`src/rtl/assert_macros.svh`:
```
// assertion helpers, empty when SYNTHESIS is defined
`ifndef ASSERT_MACROS_SVH
`define ASSERT_MACROS_SVH

`ifndef SYNTHESIS
`define ASSERT_AT(lbl, clk, rstn, prop) \
  lbl: assert property (@(posedge clk) disable iff (!rstn) (prop)) \
    else $error("assertion failed");
`define ASSERT_NEXT(lbl, clk, rstn, pre, post) \
  lbl: assert property (@(posedge clk) disable iff (!rstn) (pre) |=> (post)) \
    else $error("assertion failed");
`else
`define ASSERT_AT(lbl, clk, rstn, prop)
`define ASSERT_NEXT(lbl, clk, rstn, pre, post)
`endif

`endif

```
`src/rtl/bcssr_pkg.sv`:
```
package bcssr_pkg;

  localparam int unsigned LevelW = 8;
  localparam int unsigned CountW = 12;
  localparam int unsigned CfgIdxW = 3;
  localparam int unsigned CfgDataW = 12;

  localparam logic [LevelW-1:0] LevelMax = '1;
  localparam logic [CountW-1:0] CountMax = '1;

  typedef enum logic [CfgIdxW-1:0] {
    REG_MOTOR_STEP = 3'd0,
    REG_LIGHT_STEP = 3'd1,
    REG_SHORT_MIN  = 3'd2,
    REG_SHORT_MAX  = 3'd3,
    REG_MEDIUM_MIN = 3'd4,
    REG_MEDIUM_MAX = 3'd5,
    REG_LONG_MIN   = 3'd6
  } bcssr_reg_e;

  typedef enum logic {
    KIND_TICK   = 1'b0,
    KIND_SAMPLE = 1'b1
  } bcssr_kind_e;

  typedef struct packed {
    logic kind;
    logic button_pressed;
  } bcssr_in_t;

  typedef struct packed {
    logic [LevelW-1:0] motor_compare;
    logic [LevelW-1:0] light_compare;
    logic              full_speed_led;
    logic              motor_enabled;
    logic              light_enabled;
  } bcssr_out_t;

  typedef struct packed {
    logic [LevelW-1:0] motor_step;
    logic [LevelW-1:0] light_step;
    logic [CountW-1:0] short_min;
    logic [CountW-1:0] short_max;
    logic [CountW-1:0] medium_min;
    logic [CountW-1:0] medium_max;
    logic [CountW-1:0] long_min;
  } bcssr_cfg_t;

  typedef struct packed {
    logic motor;
    logic light;
  } bcssr_on_t;

endpackage

```
`src/rtl/bcssr_cfg.sv`:
```
module bcssr_cfg
  import bcssr_pkg::*;
(
  input  logic                clk_i,
  input  logic                rst_ni,
  input  logic                cfg_valid_i,
  output logic                cfg_ready_o,
  input  logic [CfgIdxW-1:0]  cfg_index_i,
  input  logic [CfgDataW-1:0] cfg_data_i,
  output bcssr_cfg_t          cfg_o
);

  bcssr_cfg_t cfg_q, cfg_d;

  assign cfg_ready_o = 1'b1;
  assign cfg_o = cfg_q;

  always_comb begin
    cfg_d = cfg_q;
    if (cfg_valid_i) begin
      unique case (cfg_index_i)
        REG_MOTOR_STEP: cfg_d.motor_step = cfg_data_i[LevelW-1:0];
        REG_LIGHT_STEP: cfg_d.light_step = cfg_data_i[LevelW-1:0];
        REG_SHORT_MIN:  cfg_d.short_min  = cfg_data_i[CountW-1:0];
        REG_SHORT_MAX:  cfg_d.short_max  = cfg_data_i[CountW-1:0];
        REG_MEDIUM_MIN: cfg_d.medium_min = cfg_data_i[CountW-1:0];
        REG_MEDIUM_MAX: cfg_d.medium_max = cfg_data_i[CountW-1:0];
        REG_LONG_MIN:   cfg_d.long_min   = cfg_data_i[CountW-1:0];
        default: ;
      endcase
    end
  end

  always_ff @(posedge clk_i or negedge rst_ni) begin
    if (!rst_ni) begin
      cfg_q.motor_step <= LevelW'(3);
      cfg_q.light_step <= LevelW'(3);
      cfg_q.short_min  <= CountW'(5);
      cfg_q.short_max  <= CountW'(100);
      cfg_q.medium_min <= CountW'(150);
      cfg_q.medium_max <= CountW'(300);
      cfg_q.long_min   <= CountW'(350);
    end else begin
      cfg_q <= cfg_d;
    end
  end

endmodule

```
`src/rtl/bcssr_ramp.sv`:
```
module bcssr_ramp
  import bcssr_pkg::*;
(
  input  logic              clk_i,
  input  logic              rst_ni,
  input  logic              en_i,
  input  logic              up_i,
  input  logic [LevelW-1:0] step_i,
  output logic [LevelW-1:0] level_o,
  output logic [LevelW-1:0] level_next_o
);

  logic [LevelW-1:0] level_q, level_d;
  logic [LevelW:0]   sum;

  assign sum = {1'b0, level_q} + {1'b0, step_i};

  always_comb begin
    level_d = level_q;
    if (en_i) begin
      if (up_i) begin
        level_d = sum[LevelW] ? LevelMax : sum[LevelW-1:0];
      end else begin
        level_d = (step_i >= level_q) ? '0 : level_q - step_i;
      end
    end
  end

  always_ff @(posedge clk_i or negedge rst_ni) begin
    if (!rst_ni) begin
      level_q <= '0;
    end else begin
      level_q <= level_d;
    end
  end

  assign level_o = level_q;
  assign level_next_o = level_d;

endmodule

```
`src/rtl/bcssr_button.sv`:
```
module bcssr_button
  import bcssr_pkg::*;
(
  input  logic       clk_i,
  input  logic       rst_ni,
  input  logic       en_i,
  input  logic       pressed_i,
  input  bcssr_cfg_t cfg_i,
  output bcssr_on_t  on_o,
  output bcssr_on_t  on_next_o
);

  bcssr_on_t         on_q, on_d;
  logic [CountW-1:0] count_q, count_d;
  logic              was_pressed_q, was_pressed_d;
  logic              is_short, is_medium, is_long;

  assign is_short  = (cfg_i.short_min < count_q) && (count_q < cfg_i.short_max);
  assign is_medium = (cfg_i.medium_min < count_q) && (count_q < cfg_i.medium_max);
  assign is_long   = cfg_i.long_min < count_q;

  always_comb begin
    on_d = on_q;
    count_d = count_q;
    was_pressed_d = was_pressed_q;
    if (en_i) begin
      was_pressed_d = pressed_i;
      if (pressed_i) begin
        if (!was_pressed_q) begin
          count_d = CountW'(1);
        end else if (count_q != CountMax) begin
          count_d = count_q + CountW'(1);
        end
      end else if (was_pressed_q) begin
        // release: classify the press
        if (is_short) begin
          on_d.motor = !on_q.motor;
        end
        if (is_medium) begin
          on_d.light = !on_q.light;
        end
        if (is_long) begin
          on_d = '0;
        end
      end
    end
  end

  always_ff @(posedge clk_i or negedge rst_ni) begin
    if (!rst_ni) begin
      on_q <= '0;
      count_q <= '0;
      was_pressed_q <= 1'b0;
    end else begin
      on_q <= on_d;
      count_q <= count_d;
      was_pressed_q <= was_pressed_d;
    end
  end

  assign on_o = on_q;
  assign on_next_o = on_d;

endmodule

```
`src/rtl/button_controlled_soft_start_ramp.sv`:
```
// Soft-start ramp for a motor and a light, driven by one button.
// Input channel (in_valid_i/in_ready_o/in_data_i): one beat is either a PWM
// period tick (kind 0) or a button sample (kind 1, button_pressed level).
// Output channel (out_valid_o/out_ready_i/out_data_o): exactly one beat per
// input beat, in order, holding compare values, full-speed flag and on flags
// as they stand after that item.
// Config channel (cfg_valid_i/cfg_ready_o/cfg_index_i/cfg_data_i): always
// ready; index 0..6 selects motor_step, light_step, short_min, short_max,
// medium_min, medium_max, long_min. Other indexes are ignored.
// A beat passes the input register, then the result register, before out_valid_o
// rises. Throughput: one beat per cycle unless the receiver stalls, set by the
// single pass of add, clamp and compare logic between the two registers.
// If the receiver stalls, the result register holds and the input register
// takes one more beat; after that in_ready_o drops until the output drains.
// Reset clears both levels, the on flags, the press counter and the
// registers to 3, 3, 5, 100, 150, 300, 350; no items are in flight.
module button_controlled_soft_start_ramp
  import bcssr_pkg::*;
(
  input  logic                clk_i,
  input  logic                rst_ni,
  input  logic                in_valid_i,
  output logic                in_ready_o,
  input  bcssr_in_t           in_data_i,
  output logic                out_valid_o,
  input  logic                out_ready_i,
  output bcssr_out_t          out_data_o,
  input  logic                cfg_valid_i,
  output logic                cfg_ready_o,
  input  logic [CfgIdxW-1:0]  cfg_index_i,
  input  logic [CfgDataW-1:0] cfg_data_i
);

`include "assert_macros.svh"

  bcssr_cfg_t        cfg;
  bcssr_in_t         in_q;
  logic              in_valid_q;
  bcssr_out_t        out_q, out_d;
  logic              out_valid_q;
  logic              advance;
  logic              tick_en, sample_en;
  logic [LevelW-1:0] motor_level, motor_level_d, light_level, light_level_d;
  bcssr_on_t         on, on_d;

  assign advance = in_valid_q && (!out_valid_q || out_ready_i);
  assign in_ready_o = !in_valid_q || advance;
  assign tick_en = advance && (in_q.kind == KIND_TICK);
  assign sample_en = advance && (in_q.kind == KIND_SAMPLE);

  bcssr_cfg u_cfg (
    .clk_i,
    .rst_ni,
    .cfg_valid_i,
    .cfg_ready_o,
    .cfg_index_i,
    .cfg_data_i,
    .cfg_o (cfg)
  );

  bcssr_ramp u_motor (
    .clk_i,
    .rst_ni,
    .en_i         (tick_en),
    .up_i         (on.motor),
    .step_i       (cfg.motor_step),
    .level_o      (motor_level),
    .level_next_o (motor_level_d)
  );

  bcssr_ramp u_light (
    .clk_i,
    .rst_ni,
    .en_i         (tick_en),
    .up_i         (on.light),
    .step_i       (cfg.light_step),
    .level_o      (light_level),
    .level_next_o (light_level_d)
  );

  bcssr_button u_button (
    .clk_i,
    .rst_ni,
    .en_i      (sample_en),
    .pressed_i (in_q.button_pressed),
    .cfg_i     (cfg),
    .on_o      (on),
    .on_next_o (on_d)
  );

  always_comb begin
    out_d.motor_compare  = LevelMax - motor_level_d;
    out_d.light_compare  = light_level_d;
    out_d.full_speed_led = motor_level_d == LevelMax;
    out_d.motor_enabled  = on_d.motor;
    out_d.light_enabled  = on_d.light;
  end

  always_ff @(posedge clk_i or negedge rst_ni) begin
    if (!rst_ni) begin
      in_valid_q <= 1'b0;
      out_valid_q <= 1'b0;
    end else begin
      if (in_ready_o) begin
        in_valid_q <= in_valid_i;
      end
      if (advance) begin
        out_valid_q <= 1'b1;
      end else if (out_ready_i) begin
        out_valid_q <= 1'b0;
      end
    end
  end

  always_ff @(posedge clk_i) begin
    if (in_ready_o && in_valid_i) begin
      in_q <= in_data_i;
    end
    if (advance) begin
      out_q <= out_d;
    end
  end

  assign out_valid_o = out_valid_q;
  assign out_data_o = out_q;

  // full-speed flag tracks a zero motor compare
  `ASSERT_AT(a_full_speed, clk_i, rst_ni,
    !out_valid_q || (out_q.full_speed_led == (out_q.motor_compare == '0)))
  // a processed beat always lands in the result register
  `ASSERT_NEXT(a_adv_out, clk_i, rst_ni, advance, out_valid_q)
  // a tick never changes the on flags
  `ASSERT_NEXT(a_tick_on, clk_i, rst_ni, tick_en,
    (out_q.motor_enabled == $past(on.motor)) && (out_q.light_enabled == $past(on.light)))
  // a button sample never moves either level
  `ASSERT_NEXT(a_sample_lvl, clk_i, rst_ni, sample_en,
    (out_q.light_compare == $past(light_level)) &&
    (out_q.motor_compare == LevelMax - $past(motor_level)))

endmodule

```
`config.mk`:
```
export PLATFORM = sky130hd
export DESIGN_NAME = button_controlled_soft_start_ramp
export DESIGN_NICKNAME = d
export VERILOG_FILES = /design/src/rtl/bcssr_pkg.sv /design/src/rtl/bcssr_cfg.sv /design/src/rtl/bcssr_ramp.sv /design/src/rtl/bcssr_button.sv /design/src/rtl/button_controlled_soft_start_ramp.sv
export VERILOG_INCLUDE_DIRS = /design/src /design/src/rtl
export SDC_FILE = /design/constraint.sdc
export NUM_CORES = 1
export LEC_CHECK = 0
export ABC_AREA = 0
export BUFFER_PORTS_ARGS = -buffer_cell sky130_fd_sc_hd__buf_2
export CORE_ASPECT_RATIO = 1.4
export CORE_UTILIZATION = 45
export DETAILED_ROUTE_END_ITERATION = 6
export PLACE_DENSITY = 0.7
export SYNTH_ARGS = -nofsm -noshare
export SYNTH_HDL_FRONTEND = slang
export SYNTH_SLANG_ARGS = --single-unit
export TNS_END_PERCENT = 50
```
`constraint.sdc`:
```
create_clock -name clk_i -period 2.8 [get_ports clk_i]
set_input_delay 0.14 -clock clk_i [delete_from_list [all_inputs] [get_ports clk_i]]
set_output_delay 0.14 -clock clk_i [all_outputs]
set_load 0.03 [all_outputs]
```
Word-level counts from Yosys, hierarchy flattened
Cells that the tools add are included.

Flip-flop bits (word level): 130. Bits of input ports: 22. Output and inout port bits: 22. Word-level logic and storage cells: 85.

Add/sub/neg operators: 6. Magnitude comparators: 7. Equal/unequal tests: 9. Mux-type cells: 18. Bitwise gates (word level): 1. Reduce and logical (&&, ||, !) cells: 22.

Operators by type and width (number): $mux 8 (8); $lt 12x12->1 (5); $mux 12 (2); $add 8x8->9 (2); $ge 8x8->1 (2); $sub 8x8->8 (2); $reduce_and 2->1 (7); $add 12x1->12 const B (1); $ne 12x12->1 const B (1); $eq 3x3->1 const B (3); $eq 8x8->1 const B (1); $mux 2 (4); $sub 8x8->8 const A (1); $eq 3x2->1 const B (2); $logic_and 1x1->1 (6); $logic_not 1->1 (4); $mux 1 (4); $eq 3x1->1 const B (1); $logic_not 3->1 (1); $reduce_and 3->1 (1); $logic_or 1x1->1 (2); $ne 2x2->1 const B (1); $reduce_bool 2->1 (1); $not 1->1 (1).

Depth between registers and ports, before layout
Word-level depth: 7. Mapped depth: 11. Mapped depth without buffers: 11.

Hierarchy
A second synthesis with hierarchy kept.

Cell total of the unflattened synthesis: 755. Area, all modules: 8155.3 um2.

By module, submodules not included: bcssr_cfg (instances 1, cells each 167, area an instance 2932.8 um2, seq. area each 1930.6 um2); bcssr_ramp (instances 2, cells each 148, area an instance 1213.7 um2, seq. area each 200.2 um2); bcssr_button (instances 1, cells each 249, area an instance 2009.4 um2, seq. area each 375.4 um2); button_controlled_soft_start_ramp (instances 1, cells each 43, area an instance 785.8 um2, seq. area each 680.7 um2).

Worst setup path before layout
Ideal clock, no wire load.

Path kind: register -> register. From: register out_valid_q (netlist: out_valid_o). To: register out_q (netlist bit out_data_o[8]) (data pin). Setup time: 0.265 ns. Arrival time: 2.325 ns. Required time: 2.535 ns. Setup slack: 0.210 ns. Stages on the path, launching flop included: 7. Buffers on the path: 1. Clock period less this slack: 2.590 ns. Cells stage by stage: dfrtp_1 nand2b_1 and2_1 or2b_2 clkbuf_8 a21o_1 o32a_1.

Longest elaborated chain between the ends: 5.

Ends and longest elaborated chain: start, declared (line button_controlled_soft_start_ramp.sv:40) `logic out_valid_q;`; start signal, assigned (line button_controlled_soft_start_ramp.sv:102) `out_valid_q <= 1'b0;`; start signal, assigned (line button_controlled_soft_start_ramp.sv:108) `out_valid_q <= 1'b1;`; start signal, assigned (line button_controlled_soft_start_ramp.sv:110) `out_valid_q <= 1'b0;`; $logic_not 1->1 (line button_controlled_soft_start_ramp.sv:46) `assign advance = in_valid_q && (!out_valid_q || out_ready_i);`; $logic_or 1x1->1 (line button_controlled_soft_start_ramp.sv:46); $logic_and 1x1->1 (line button_controlled_soft_start_ramp.sv:46); named net advance (line button_controlled_soft_start_ramp.sv:41) `logic advance;`; $logic_and 1x1->1 (line button_controlled_soft_start_ramp.sv:48) `assign tick_en = advance && (in_q.kind == KIND_TICK);`; $mux 8 (line bcssr_ramp.sv:20) `if (en_i) begin`; named net light_level_d[5] (line button_controlled_soft_start_ramp.sv:43) `logic [LevelW-1:0] motor_level, motor_level_d, light_level, light_level_d;`; end signal, assigned (line button_controlled_soft_start_ramp.sv:120) `out_q <= out_d;`; end, declared (line button_controlled_soft_start_ramp.sv:39) `bcssr_out_t out_q, out_d;`.

The timed path passes the listed nets, and every way through them passes these cells. A chain may end at the register's enable or synchronous reset.

==> flow_summary.yaml <==
outcome:
  outcome: "complete, no violations"
clock_network:
  path_clk_slew_ns: 0.06
  cts_buffers: 17
  cts_tree: "built"
  cts-root-buf: "clkbuf_16"
  cts_htree_levels: 4
  cts_sinks: 130
  clock_path_buffers: 2
  clk-insertion-delay-late_ns: 0.42
pwr:
  power_frac_clock_pct: 26.0
  vdd_drop_max_v: 0.000448
  power_mw: 9.01
  swShare_pct: 36.7
  p_leak_nw: 4.10
  p_seq_share_pct: 31.6
  intPower_mw: 5.70
  power_frac_comb_pct: 42.4
  power_density_nw_per_um2: 975
  p_sw_mw: 3.30
floorplan:
  fp.dieW_um: 114
  die_y_um: 159
  std_cell_rows: 56
  core_area_um2: 17000
  die_area_um2: 18100
  boundaryPins: 44
  initial_utilization_pct: 46.5
routing:
  dr.pass1.iters: 5
  ant_nets: 0
  route.final.wire_length_um: 18100
  wl_per_cell_um: 17.3
  via_count: 5750
  drtIter0Drc: 233
  viasPerCell: 5.48
  drc_errors: 0
layout:
  finalNetCount: 919
  final_layout_size_suffix_gt1_share_pct: 26.4
  postLayoutCoreUtil_pct: 54.5
  n_antenna_cell: 0
  area_delta_synth_final_pct: 17.2
grt:
  grt_pass1_wl_um: 29400
  grt_pass1_vias: 5776
  grt_max_degree: 62
  antenna_found_initial: 0
  grt_usage_pct: 21.7
  overflow: 0
timing:
  finalCritPeriodShare_pct: 97.1
  max_slew_margin_pct: 54.2
  setup_ws_ns: 0.0813
  min_period_ns: 2.72
  worstMarginPinSlew_ns: 0.685
  finalSetupViolCount: 0
  final_hold_viol_count: 0
  drv_slew: 0
  skew_ns: 0.00533
  fmax_ghz: 0.368
  rsz0062_at_grt: "yes"
  holdWs_ns: 0.0117
setup_path:
  critical_path_class: "reg2reg"
  slowest_stage: "dfstp_2"
  worstSetupEndpointType: "flip-flop"
  critPathLaunchType: "flip-flop"
  cp_top_family: "compound AO/OA/AOI/OAI gates"
  critical_path.cell_chain: "ha_1 > inv_1 > fa_1 > nand3_1 > a21oi_1 > o31a_2 > o21a_1 > a32oi_1 > nor4_2"
  max_stage_delay_ns: 0.54
  worstPathArrival_ns: 2.88
  path_max_fanout: 4
  cp_data_required_time_ns: 2.96
  critPathBufInv: 1
synth:
  synth-simple-area-share_pct: 12.0
  synth.area.mux_share_pct: 9.24
  synth_fa_ha_area_share_pct: 15.0
  seq_area_frac_synth_pct: 43.0
  synth_cell_types: 77
  synthArstFlopShare_pct: 83.8
  synth_compound_area_share_pct: 13.0
  syn-cell-area_um2: 7880
  yosys.area_share.xor_xnor_pct: 2.67
  synth_top_family_by_area: "adder cells"
  syn_inst: 731
  synth-edff-count: 21
  synth_top_flop_cell: "dfrtp_1"
  yosysWarningCount: 0
  avgSynthCellArea_um2: 10.8
  synth.net_count: 845
  ys_ff_latch: 130
job:
  drv_cap: 0
placed_design:
  port_buffers: 42
  gp_congestion: 0.918
  dpl.hpwl_um: 13300
  pre_cts_slack_ns: 0.00842
hold_path:
  hp-class: "in2reg"
## cells in the mapped netlist, types with 4 or more instances
cell type / count / share of area [%]
a211oi_1: 4 / 0.38
a21o_1: 11 / 1.0
a21oi_1: 26 / 1.7
and2_1: 6 / 0.48
and3_1: 4 / 0.32
buf_1: 4 / 0.19
clkbuf_1: 5 / 0.24
dfrtp_1: 86 / 27
dfstp_2: 23 / 7.7
edfxtp_1: 21 / 8.0
fa_1: 4 / 1.0
ha_1: 88 / 14
inv_1: 75 / 3.6
mux2_2: 62 / 8.9
nand2_1: 36 / 1.7
nand2b_1: 15 / 1.2
nand3_1: 19 / 1.2
nand4_1: 13 / 1.0
nor2_1: 36 / 1.7
nor2b_1: 9 / 0.71
nor3_1: 14 / 0.89
nor3b_1: 6 / 0.57
o21ai_0: 41 / 2.6
o31ai_1: 8 / 0.76
o32a_1: 4 / 0.51
xnor2_1: 22 / 2.4
## power groups by stage
stage | registers [mW] | clock network (mW) | logic, mW
after floorplan | 2.87 | 0 | 2.65
after global placement | 2.85 | 0 | 3.61
after detailed placement | 2.86 | 0 | 3.66
after CTS | 2.84 | 2.38 | 3.71
after global routing | 2.91 | 2.45 | 4.25
final | 2.85 | 2.34 | 3.82
## flip-flops by register name (all words and copies together) (netlist names)
register,cells
u_cfg.cfg_o,76
out_data_o,19
u_button.count_q,12
u_light.level_o,8
u_motor.level_o,8
in_q,2
u_button.on_o,2
in_valid_q,1
out_valid_o,1
u_button.was_pressed_q,1
## worst register-to-register path: stages (launching register included)
cell	delay [ns]
dfstp_2	0.54
ha_1	0.16
inv_1	0.05
fa_1	0.40
nand3_1	0.12
a21oi_1	0.10
o31a_2	0.36
o21a_1	0.24
a32oi_1	0.39
nor4_2	0.10
## logic make-up after synthesis
family                     after synthesis
buffers and inverters                   94
xor gates and xnor gates                24
and+or+nand+nor                        179
other                                    1
adders and majority gates               92
AOI/OAI and AO/OA                      146
muxes                                   65
DFF                                    130
## what timing repair did
item	in CTS	in global routing
setup buffers	0	0
hold buffers	4	0
pin swaps	0	3
endpoints found under the setup margin	1	14
resized for setup	2	14
hold endpoints to repair	96	0
## cells in the final DEF (no fill, tap or decap), types with 4 or more instances in the layout
master,n
ha_1,88
dfrtp_1,86
inv_1,75
mux2_2,62
buf_2,41
o21ai_0,40
nand2_1,36
nor2_1,35
buf_4,26
a21oi_1,24
dfstp_2,23
xnor2_1,22
edfxtp_1,21
nand3_1,19
clkbuf_16,19
nand2b_1,15
nor3_1,13
nand4_1,13
a21o_1,10
nor2b_1,9
o31ai_1,7
and2_1,6
nor3b_1,5
clkbuf_8,5
a211oi_1,4
and3_1,4
a21oi_2,4
o32a_1,4
dlygate4sd3_1,4
## layer usage
metal  GRT usage, %  part of all wire, %  wire length, um
met1           23.3                   39             7110
met2           39.4                   53             9580
met3           3.35                  2.8              514
met4           14.2                  5.1              923
met5              0                    0                0
## final cells by class
cell class,count,area [um^2]
Inverter,76,285
Clock inverter,7,88.8
Clock buffer,25,548
Fill cell,1492,7720
Sequential cell,130,3390
Timing Repair Buffer,73,472
Multi-Input combinational cell,507,4160
Tap cell,232,290
## worst paths after layout
kind	cells after the start	slack, ns	endpoint	startpoint
max	9	0.08	out_data_o[2]	u_cfg.cfg_o[68]
min	3	0.01	u_cfg.cfg_o[69]	cfg_data_i[1]
max reg2reg	9	0.08	out_data_o[2]	u_cfg.cfg_o[68]
min reg2reg	1	0.50	u_cfg.cfg_o[47]	u_cfg.cfg_o[47]
max in group asynchronous	3	1.97	u_cfg.cfg_o[8]	rst_ni
min in group asynchronous	2	0.10	u_cfg.cfg_o[24]	rst_ni
## through the flow
step / cells / area [um^2] / TNS (ns)
after floorplan: 731 / 7880 / 0
after global placement: 1014 / 8500 / 0
after detailed placement: 1014 / 8500 / 0
after CTS: 1050 / 9180 / 0
after global routing: 1050 / 9240 / -0.0367
final: 1050 / 9240 / 0
Note: power is estimated with default switching activity, not from simulation.
